<file path="src/rtl/mwg_pkg.sv">
// Shared types and constants of the morphing waveshape generator.
// No dependencies; every other rtl file but mwg_checker imports this package.
package mwg_pkg;

   localparam int unsigned QDEPTH = 2;
   localparam int unsigned QPTR_W = (QDEPTH > 1) ? $clog2(QDEPTH) : 1;
   localparam int unsigned QCNT_W = $clog2(QDEPTH + 1);

   // register indexes of the configuration port
   localparam logic [1:0] CSR_SHAPE  = 2'd0;
   localparam logic [1:0] CSR_JITTER = 2'd1;

   // one period of the morph position, 3.0 in Q.24
   localparam logic [27:0] POS_WRAP = 28'd50331648;

   localparam logic [16:0] ONE_Q16  = 17'd65536;
   localparam logic [16:0] QTR_Q16  = 17'd16384;
   localparam logic [16:0] HALF_Q16 = 17'd32768;
   localparam logic [16:0] TQTR_Q16 = 17'd49152;

   localparam logic signed [16:0] FULL_POS = 17'sd32768;
   localparam logic signed [16:0] FULL_NEG = -17'sd32768;

   // per-region loudness: offset and slope, Q0.16
   localparam logic [16:0] AMP0_BASE  = 17'd26214;
   localparam logic [15:0] AMP0_SLOPE = 16'd39322;
   localparam logic [15:0] AMP1_SLOPE = 16'd45875;
   localparam logic [16:0] AMP2_BASE  = 17'd19661;
   localparam logic [15:0] AMP2_SLOPE = 16'd6554;

   // one classified word: segment ramp job plus loudness
   typedef struct packed {
      logic [15:0]        num;
      logic [16:0]        den;
      logic               sh16;
      logic signed [16:0] base;
      logic               sub;
      logic               use_ramp;
      logic [16:0]        amp;
   } seg_type;

endpackage

</file>
<file path="src/rtl/mwg_front.sv">
// Front end: accepts a word, updates the jitter level, wraps the morph position,
// computes the morph value and classifies the segment. Depends on mwg_pkg.
module mwg_front
   import mwg_pkg::*;
(
   input  logic        clock,
   input  logic        reset,
   input  logic        req_valid,
   output logic        req_ready,
   input  logic [15:0] req_phase,
   input  logic [15:0] req_noise,
   input  logic [15:0] shape_position,
   input  logic [15:0] jitter_amount,
   input  logic        q_full,
   output logic        push,
   output seg_type     push_data
);

   typedef enum logic [9:0] {
      F_IDLE  = 10'b0000000001,
      F_JIT   = 10'b0000000010,
      F_LVL   = 10'b0000000100,
      F_SUM   = 10'b0000001000,
      F_WRAP1 = 10'b0000010000,
      F_WRAP2 = 10'b0000100000,
      F_SQ    = 10'b0001000000,
      F_MORPH = 10'b0010000000,
      F_SEG   = 10'b0100000000,
      F_PUSH  = 10'b1000000000
   } fstate_type;

   fstate_type  state_ff, state_in;
   logic [15:0] phase_ff, phase_in;
   logic [15:0] noise_ff, noise_in;
   logic [15:0] r_ff, r_in;
   logic [23:0] jl_ff, jl_in;
   logic [27:0] pos_ff, pos_in;
   logic [15:0] x2_ff, x2_in;
   logic [15:0] m_ff, m_in;
   seg_type     seg_ff, seg_in;

   logic [31:0] noise_prod;
   logic [31:0] lvl_sum;
   logic [31:0] sq_prod;
   logic [33:0] morph_prod;
   logic [17:0] morph_fac;
   logic [15:0] x;

   assign x          = pos_ff[23:8];
   assign noise_prod = noise_ff * jitter_amount;
   assign lvl_sum    = ({8'd0, jl_ff} << 7) - {8'd0, jl_ff} + {8'd0, r_ff, 8'd0};
   assign sq_prod    = x * x;
   assign morph_fac  = 18'd196608 - {1'b0, x, 1'b0};
   assign morph_prod = x2_ff * morph_fac;

   // segment classification and loudness
   always_comb begin
      logic [16:0] p, q, h, e1, e2, e3, e4;
      logic [31:0] aprod;
      logic [15:0] coef;
      seg_type     s;
      p = {1'b0, phase_ff};
      q = {3'd0, m_ff[15:2]};
      h = {2'd0, m_ff[15:1]};
      s = '0;
      coef = AMP2_SLOPE;
      e1 = '0; e2 = '0; e3 = '0; e4 = '0;
      case (pos_ff[25:24])
         2'd0: begin
            coef = AMP0_SLOPE;
            e1 = q;
            e2 = ONE_Q16 - q;
            if (p < e1) begin
               s.base = '0; s.num = p[15:0]; s.den = e1; s.use_ramp = 1'b1;
            end else if (p < e2) begin
               s.base = FULL_POS; s.sub = 1'b1; s.sh16 = 1'b1;
               s.num = 16'(p - e1); s.den = e2 - e1; s.use_ramp = 1'b1;
            end else begin
               s.base = FULL_NEG; s.num = 16'(p - e2); s.den = ONE_Q16 - e2;
               s.use_ramp = 1'b1;
            end
         end
         2'd1: begin
            coef = AMP1_SLOPE;
            e1 = QTR_Q16 - q;
            e2 = QTR_Q16 + q;
            e3 = TQTR_Q16 - q;
            e4 = TQTR_Q16 + q;
            if (p < e1) begin
               s.base = '0; s.num = p[15:0]; s.den = e1; s.use_ramp = 1'b1;
            end else if (p < e2) begin
               s.base = FULL_POS;
            end else if (p < e3) begin
               s.base = FULL_POS; s.sub = 1'b1; s.sh16 = 1'b1;
               s.num = 16'(p - e2); s.den = e3 - e2; s.use_ramp = 1'b1;
            end else if (p < e4) begin
               s.base = FULL_NEG;
            end else begin
               s.base = FULL_NEG; s.num = 16'(p - e4); s.den = ONE_Q16 - e4;
               s.use_ramp = 1'b1;
            end
         end
         default: begin
            e1 = HALF_Q16 - h;
            e2 = HALF_Q16 + h;
            if (p < e1) begin
               s.base = FULL_POS;
            end else if (p < e2) begin
               s.base = FULL_POS; s.sub = 1'b1; s.sh16 = 1'b1;
               s.num = 16'(p - e1); s.den = e2 - e1; s.use_ramp = 1'b1;
            end else begin
               s.base = FULL_NEG;
            end
         end
      endcase
      // an empty segment yields its start value
      if (s.den == '0) begin
         s.use_ramp = 1'b0;
      end
      aprod = coef * m_ff;
      case (pos_ff[25:24])
         2'd0:    s.amp = AMP0_BASE + {1'b0, aprod[31:16]};
         2'd1:    s.amp = ONE_Q16 - {1'b0, aprod[31:16]};
         default: s.amp = AMP2_BASE + {1'b0, aprod[31:16]};
      endcase
      seg_in = s;
   end

   always_comb begin
      state_in = state_ff;
      phase_in = phase_ff;
      noise_in = noise_ff;
      r_in     = r_ff;
      jl_in    = jl_ff;
      pos_in   = pos_ff;
      x2_in    = x2_ff;
      m_in     = m_ff;
      push     = 1'b0;
      case (state_ff)
         F_IDLE: begin
            if (req_valid) begin
               phase_in = req_phase;
               noise_in = req_noise;
               state_in = F_JIT;
            end
         end
         F_JIT: begin
            r_in     = noise_prod[31:16];
            state_in = F_LVL;
         end
         F_LVL: begin
            jl_in    = lvl_sum[30:7];
            state_in = F_SUM;
         end
         F_SUM: begin
            pos_in = {2'd0, shape_position, 10'd0} + {4'd0, jl_ff} + POS_WRAP
                     - {5'd0, jitter_amount, 7'd0};
            state_in = F_WRAP1;
         end
         F_WRAP1, F_WRAP2: begin
            if (pos_ff >= POS_WRAP) begin
               pos_in = pos_ff - POS_WRAP;
            end
            state_in = (state_ff == F_WRAP1) ? F_WRAP2 : F_SQ;
         end
         F_SQ: begin
            x2_in    = sq_prod[31:16];
            state_in = F_MORPH;
         end
         F_MORPH: begin
            m_in     = (morph_prod[33:16] > 18'h0FFFF) ? 16'hFFFF : morph_prod[31:16];
            state_in = F_SEG;
         end
         F_SEG: begin
            state_in = F_PUSH;
         end
         F_PUSH: begin
            if (!q_full) begin
               push     = 1'b1;
               state_in = F_IDLE;
            end
         end
         default: state_in = F_IDLE;
      endcase
   end

   always_ff @(posedge clock) begin
      if (reset) begin
         state_ff <= F_IDLE;
         jl_ff    <= '0;
      end else begin
         state_ff <= state_in;
         jl_ff    <= jl_in;
      end
      phase_ff <= phase_in;
      noise_ff <= noise_in;
      r_ff     <= r_in;
      pos_ff   <= pos_in;
      x2_ff    <= x2_in;
      m_ff     <= m_in;
      if (state_ff == F_SEG) begin
         seg_ff <= seg_in;
      end
   end

   assign req_ready = (state_ff == F_IDLE);
   assign push_data = seg_ff;

endmodule

</file>
<file path="src/rtl/mwg_queue.sv">
// Short queue of classified words between front and back end.
// Depends on mwg_pkg.
module mwg_queue
   import mwg_pkg::*;
(
   input  logic    clock,
   input  logic    reset,
   input  logic    push,
   input  seg_type push_data,
   input  logic    pop,
   output seg_type pop_data,
   output logic    full,
   output logic    empty
);

   seg_type             mem_ff [QDEPTH];
   logic [QPTR_W-1:0]   wr_ff, wr_in;
   logic [QPTR_W-1:0]   rd_ff, rd_in;
   logic [QCNT_W-1:0]   cnt_ff, cnt_in;

   assign full     = (cnt_ff == QCNT_W'(QDEPTH));
   assign empty    = (cnt_ff == '0);
   assign pop_data = mem_ff[rd_ff];

   always_comb begin
      wr_in  = wr_ff;
      rd_in  = rd_ff;
      cnt_in = cnt_ff;
      if (push) begin
         wr_in = (wr_ff == QPTR_W'(QDEPTH - 1)) ? '0 : wr_ff + 1'b1;
      end
      if (pop) begin
         rd_in = (rd_ff == QPTR_W'(QDEPTH - 1)) ? '0 : rd_ff + 1'b1;
      end
      if (push && !pop) begin
         cnt_in = cnt_ff + 1'b1;
      end else if (pop && !push) begin
         cnt_in = cnt_ff - 1'b1;
      end
   end

   always_ff @(posedge clock) begin
      if (reset) begin
         wr_ff  <= '0;
         rd_ff  <= '0;
         cnt_ff <= '0;
      end else begin
         wr_ff  <= wr_in;
         rd_ff  <= rd_in;
         cnt_ff <= cnt_in;
      end
      if (push) begin
         mem_ff[wr_ff] <= push_data;
      end
   end

endmodule

</file>
<file path="src/rtl/mwg_back.sv">
// Back end: bit-serial segment ramp division, loudness scaling, saturation
// and the output register. Depends on mwg_pkg.
module mwg_back
   import mwg_pkg::*;
(
   input  logic        clock,
   input  logic        reset,
   input  logic        empty,
   input  seg_type     pop_data,
   output logic        pop,
   output logic        rsp_valid,
   input  logic        rsp_ready,
   output logic [15:0] rsp_sample
);

   typedef enum logic [3:0] {
      B_IDLE = 4'b0001,
      B_DIV  = 4'b0010,
      B_MUL  = 4'b0100,
      B_OUT  = 4'b1000
   } bstate_type;

   bstate_type  state_ff, state_in;
   seg_type     seg_ff, seg_in;
   logic [17:0] rem_ff, rem_in;
   logic [15:0] quo_ff, quo_in;
   logic [4:0]  cnt_ff, cnt_in;
   logic [16:0] mag_ff, mag_in;
   logic        neg_ff, neg_in;
   logic        valid_ff, valid_in;
   logic [15:0] sample_ff, sample_in;

   logic [17:0]        rem_sh;
   logic               fits;
   logic signed [16:0] v;
   logic [16:0]        absv;
   logic [33:0]        prod;

   assign rem_sh = {rem_ff[16:0], 1'b0};
   assign fits   = (rem_sh >= {1'b0, seg_ff.den});
   assign v      = seg_ff.sub
                   ? seg_ff.base - $signed({1'b0, seg_ff.use_ramp ? quo_ff : 16'd0})
                   : seg_ff.base + $signed({1'b0, seg_ff.use_ramp ? quo_ff : 16'd0});
   assign absv   = v[16] ? 17'(-v) : 17'(v);
   assign prod   = absv * seg_ff.amp;

   always_comb begin
      state_in  = state_ff;
      seg_in    = seg_ff;
      rem_in    = rem_ff;
      quo_in    = quo_ff;
      cnt_in    = cnt_ff;
      mag_in    = mag_ff;
      neg_in    = neg_ff;
      valid_in  = valid_ff && !rsp_ready;
      sample_in = sample_ff;
      pop       = 1'b0;
      case (state_ff)
         B_IDLE: begin
            if (!empty) begin
               pop      = 1'b1;
               seg_in   = pop_data;
               rem_in   = {2'd0, pop_data.num};
               quo_in   = '0;
               cnt_in   = pop_data.sh16 ? 5'd16 : 5'd15;
               state_in = B_DIV;
            end
         end
         B_DIV: begin
            // one quotient bit per cycle; the remainder stays below den
            rem_in   = fits ? rem_sh - {1'b0, seg_ff.den} : rem_sh;
            quo_in   = {quo_ff[14:0], fits};
            cnt_in   = cnt_ff - 1'b1;
            if (cnt_ff == 5'd1) begin
               state_in = B_MUL;
            end
         end
         B_MUL: begin
            mag_in   = prod[32:16];
            neg_in   = v[16];
            state_in = B_OUT;
         end
         B_OUT: begin
            if (!valid_ff || rsp_ready) begin
               valid_in = 1'b1;
               if (neg_ff) begin
                  sample_in = 16'(-mag_ff);
               end else begin
                  sample_in = (mag_ff > 17'd32767) ? 16'h7FFF : mag_ff[15:0];
               end
               state_in = B_IDLE;
            end
         end
         default: state_in = B_IDLE;
      endcase
   end

   always_ff @(posedge clock) begin
      if (reset) begin
         state_ff <= B_IDLE;
         valid_ff <= 1'b0;
      end else begin
         state_ff <= state_in;
         valid_ff <= valid_in;
      end
      seg_ff    <= seg_in;
      rem_ff    <= rem_in;
      quo_ff    <= quo_in;
      cnt_ff    <= cnt_in;
      mag_ff    <= mag_in;
      neg_ff    <= neg_in;
      sample_ff <= sample_in;
   end

   assign rsp_valid  = valid_ff;
   assign rsp_sample = sample_ff;

endmodule

</file>
<file path="src/rtl/morphing_waveshape_generator_unit.sv">
// Top level of the morphing waveshape generator: register port, front end,
// queue and back end. Depends on mwg_pkg, mwg_front, mwg_queue, mwg_back.
//
//   channel  direction  handshake              payload
//   req      in         req_valid / req_ready  req_phase Q0.16, req_noise Q0.16
//   rsp      out        rsp_valid / rsp_ready  rsp_sample signed Q1.15
//   csr      in         csr_valid / csr_ready  csr_index, csr_data
//
// The front end takes one word at a time through multiplies, position wrap, classify.
// The back end works on one word at a time; its bit-serial divider forms 15 or 16
// quotient bits per word.
// Reset clears control state and the jitter level; csr registers reset to zero.
// A stalled rsp holds the back end; the queue then lets the front end run ahead.
module morphing_waveshape_generator_unit
   import mwg_pkg::*;
(
   input  logic        clock,
   input  logic        reset,
   input  logic        req_valid,
   output logic        req_ready,
   input  logic [15:0] req_phase,
   input  logic [15:0] req_noise,
   output logic        rsp_valid,
   input  logic        rsp_ready,
   output logic signed [15:0] rsp_sample,
   input  logic        csr_valid,
   output logic        csr_ready,
   input  logic [1:0]  csr_index,
   input  logic [15:0] csr_data
);

   logic [15:0] shape_ff, shape_in;
   logic [15:0] jitter_ff, jitter_in;
   logic        push, pop, q_full, q_empty;
   seg_type     push_data, pop_data;
   logic [15:0] sample_bits;

   // registers are always writable
   assign csr_ready = 1'b1;

   always_comb begin
      shape_in  = shape_ff;
      jitter_in = jitter_ff;
      if (csr_valid) begin
         case (csr_index)
            CSR_SHAPE:  shape_in  = csr_data;
            CSR_JITTER: jitter_in = csr_data;
            default: ;  // drop writes beyond the register list
         endcase
      end
   end

   always_ff @(posedge clock) begin
      if (reset) begin
         shape_ff  <= '0;
         jitter_ff <= '0;
      end else begin
         shape_ff  <= shape_in;
         jitter_ff <= jitter_in;
      end
   end

   // classify: jitter, position wrap, morph, segment select
   mwg_front u_front (
      .clock          (clock),
      .reset          (reset),
      .req_valid      (req_valid),
      .req_ready      (req_ready),
      .req_phase      (req_phase),
      .req_noise      (req_noise),
      .shape_position (shape_ff),
      .jitter_amount  (jitter_ff),
      .q_full         (q_full),
      .push           (push),
      .push_data      (push_data)
   );

   // decouple the two halves
   mwg_queue u_queue (
      .clock     (clock),
      .reset     (reset),
      .push      (push),
      .push_data (push_data),
      .pop       (pop),
      .pop_data  (pop_data),
      .full      (q_full),
      .empty     (q_empty)
   );

   // execute: ramp division, loudness, saturation, output register
   mwg_back u_back (
      .clock      (clock),
      .reset      (reset),
      .empty      (q_empty),
      .pop_data   (pop_data),
      .pop        (pop),
      .rsp_valid  (rsp_valid),
      .rsp_ready  (rsp_ready),
      .rsp_sample (sample_bits)
   );

   assign rsp_sample = $signed(sample_bits);

endmodule

</file>
<file path="config.mk">
export PLATFORM = sky130hd
export DESIGN_NAME = morphing_waveshape_generator_unit
export DESIGN_NICKNAME = d
export VERILOG_FILES = /design/src/rtl/mwg_pkg.sv /design/src/rtl/mwg_front.sv /design/src/rtl/mwg_queue.sv /design/src/rtl/mwg_back.sv /design/src/rtl/morphing_waveshape_generator_unit.sv
export SDC_FILE = /design/constraint.sdc
export NUM_CORES = 2
export LEC_CHECK = 0
export BUFFER_PORTS_ARGS = -buffer_cell sky130_fd_sc_hd__buf_4
export CORE_MARGIN = 2
export CORE_UTILIZATION = 40
export CTS_BUF_LIST = sky130_fd_sc_hd__clkbuf_4 sky130_fd_sc_hd__clkbuf_8
export CTS_CLUSTER_DIAMETER = 30
export DETAILED_ROUTE_END_ITERATION = 10
export GPL_TIMING_DRIVEN = 0
export PLACE_DENSITY = 0.53
export SLEW_MARGIN = 20
export SYNTH_ARGS = -nofsm -noshare
export SYNTH_HDL_FRONTEND = slang
export SYNTH_SLANG_ARGS = --single-unit
</file>
<file path="constraint.sdc">
create_clock -name clock -period 28.9 [get_ports clock]
set_clock_uncertainty 0.1 [all_clocks]
set_input_delay 5.78 -clock clock [delete_from_list [all_inputs] [get_ports clock]]
set_output_delay 5.78 -clock clock [all_outputs]
set_load 0.01 [all_outputs]
</file>
==> metrics.cfg <==
[grt]
grt_pass1_vias = 51700
grt_pass1_wl_microns = 294000
gr-total-overflow = 0
grt_usage = 0.223
antenna_found_initial = 11
grt_max_degree = 55

[sta]
fin_tns_setup_ns = 0
worst_pin_slew_ns = 1.22
fmaxAchievable_mhz = 71.9
fin_crit_ns = 13.91
hold_ws_ns = 0.319
timing.final.crit_share = 0.481
finalHoldViolCount = 0
rsz0062_at_grt = false
finalMaxSlewViolations = 0
setup_viol = 0
relSlewSlack = 0.181

[synth]
yosysWarnings = 0
yosysTopAreaCell = fa_1
syn_inst = 7082
synth_top_area_frac = 0.277
async_reset_ff_frac = 0
synth.most_common_cell = inv_1
synth_edf_count = 372
syn_area_per_cell_sq_um = 9.34
syn-cell-area_sq_um = 66200
ys_seq_area_frac = 0.192
synth.distinct_cells = 99
syn_nets = 8789
netlist_top_cells_area = fa_1, edfxtp_1, ha_1
synthFlopType = edfxtp_1
ys_ff_latch = 448
ys_top_cells_by_count = inv_1, fa_1, nand2_1, ha_1, and2_1

[clocking]
clock_sinks = 448
ctsResizeCount = 0
htree_levels = 3
ctsHoldBuffers = 0
post_cts.repair.setup_buffers = 0
clkTransAtPathRegs_ns = 0.06
clk_path_buf_depth = 3
cts_tree = yes
cts_buffers = 105
root_buffer = clkbuf_8
clk_latency_ns = 0.84

[floorplanning]
die_x_microns = 411
chipHeight_microns = 411
coreArea_sq_um = 165000
initial_utilization = 0.402
die_area_sq_um = 169000
num_rows = 149
io_pins = 74

[setup_path]
arrival_ns = 14.36
cp_slowest_stage_delay_ns = 0.74
crit_family = adder cells
reg2reg_slack_ns = 14.99
end_kind = register
cp_num_cells = 43
start_kind = register
regToRegStartpoint = u_back.seg_ff[17]$_DFFE_PP_
crit_end = u_back.mag_ff[15]$_DFFE_PP_
required_ns = 29.35
cp_max_fo = 10
r2r_cells = 43
cpMostUsedCell = fa_1
path_class = reg2reg
worst-path-buf-inv = 10
crit_slowest_cell = a221oi_1
critPathLaunch = u_back.seg_ff[17]$_DFFE_PP_
r2r-end = u_back.mag_ff[15]$_DFFE_PP_

[routing]
avgRoutedWirePerCell_microns = 19.4
num_vias = 49700
first_pass_iters = 5
postRouteAntennaNets = 0
via_per_inst = 5.20
drc = 0
initialDrtViolationCount = 3344
finalWirelength_microns = 185000

[cells_and_area]
nNetsFinal = 8979
drive_gt1_frac = 0.0595
postLayoutCoreUtil = 0.439
instances_no_fill = 9554
area_growth_pct = 9.14

[status]
status = completed

[placed_design]
dp_hpwl_microns = 152000
dp.cells = 9354
port_buffers = 71
gp_congestion = 0.905

[worst_hold_path]
hold_path_class = reg2reg
whs_path_depth = 0

[flow_run]
drv_cap = 0

cells in the final DEF (no fill, tap or decap), drive strengths merged, types with 12 or more instances in the layout:
master,netlist,routed
a21boi,13,13
buf,45,128
a21o,70,70
fa,917,917
dfxtp,76,76
inv,1324,1332
or3,38,38
and2,385,385
nand3b,15,15
or2,21,21
mux2i,38,38
bufinv,0,16
ha,735,735
nor4,32,32
edfxtp,372,372
nor2b,46,46
nand2,842,842
a221oi,17,17
nand2b,44,44
clkinv,8,45
clkbuf,215,345
xor2,112,112
o2111ai,14,14
a22oi,12,12
a211oi,59,59
a31oi,40,40
o31ai,29,29
nand4,29,29
nor3,92,92
and3,37,37
a41oi,14,14
o21a,42,42
a21oi,243,243
mux2,49,49
o21bai,26,26
nand3,75,75
xnor2,217,217
o21ai,196,196
o211ai,25,25
nor2,342,342
routing by layer:
metal | global-route usage | part of all wire | vias up
met5 | 0 | 0.00015 | -
met4 | 0.0584 | 0.024 | 4
met2 | 0.365 | 0.46 | 1292
li1 | - | - | 23300
met1 | 0.313 | 0.45 | 24800
met3 | 0.0265 | 0.057 | 261
final cells by class:
class                           count  area [sq um]
Multi-Input combinational cell   5042         47500
Fill cell                       16200         92400
Antenna cell                        2          5.00
Tap cell                         2189          2740
Buffer                            260          1060
Clock buffer                      130          1680
Sequential cell                   448         12700
Timing Repair Buffer               83           693
Clock inverter                     68           862
Inverter                         1332          5000
flip-flops by register name, indices dropped and copies added, names as in the netlist, 2 cells and up, named ones only:
signal / count
u_back.mag_ff: 17
shape_ff: 16
u_back.rsp_sample: 16
u_back.quo_ff: 16
u_queue.mem_ff: 108
u_front.noise_ff: 16
u_back.state_ff: 4
u_front.push_data: 54
u_queue.cnt_ff: 2
u_front.pos_ff: 20
jitter_ff: 16
u_back.seg_ff: 38
u_front.jl_ff: 24
u_front.phase_ff: 16
u_back.rem_ff: 17
u_back.cnt_ff: 5
u_front.r_ff: 16
u_front.x2_ff: 16
u_front.m_ff: 16
u_front.state_ff: 10
how the worst min path moves through the flow:
| stage | start | end |
|---|---|---|
| after floorplan | u_front.push_data[0]$_DFFE_PP_ | u_queue.mem_ff[0][0]$_DFFE_PP_ |
| after global placement | u_front.push_data[51]$_DFFE_PP_ | u_queue.mem_ff[0][51]$_DFFE_PP_ |
| after detailed placement | u_front.push_data[62]$_DFFE_PP_ | u_queue.mem_ff[0][62]$_DFFE_PP_ |
| after CTS | u_front.push_data[68]$_DFFE_PP_ | u_queue.mem_ff[1][68]$_DFFE_PP_ |
| after global routing | u_front.push_data[68]$_DFFE_PP_ | u_queue.mem_ff[1][68]$_DFFE_PP_ |
| final | u_front.push_data[68]$_DFFE_PP_ | u_queue.mem_ff[1][68]$_DFFE_PP_ |
cells by family (layout without fill, tap and decap cells):
group,count (synthesis),in the layout,synth area share
buffers and inverters,1592,1873,0.0916
muxes,87,87,0.0141
and+or+nand+nor,2054,2054,0.150
AOI/OAI and AO/OA,919,919,0.0913
other,1,3,0.0000567
xor gates and xnor gates,329,329,0.0450
adders and majority gates,1652,1652,0.416
DFF,448,448,0.192
through the flow:
| stage | instance area [sq um] | worst slack [ns] |
|---|---|---|
| floorplan | 66200 | 18.13 |
| global placement | 69400 | 14.84 |
| detailed placement | 69600 | 14.72 |
| CTS | 72200 | 14.69 |
| global route | 72200 | 14.11 |
| finish | 72200 | 14.99 |
worst register-to-register path: cells and delay by family (launching register included):
kind / cells / cell delay (ns)
xor gates and xnor gates: 4 / 1.41
and+or+nand+nor: 9 / 2.41
adders and majority gates: 9 / 3.91
buffers and inverters: 10 / 2.48
DFF: 1 / 0.32
AOI/OAI and AO/OA: 11 / 3.01
Power is not shown: default switching activity piles up to over one toggle a cycle in this logic, so the estimate is an artifact.
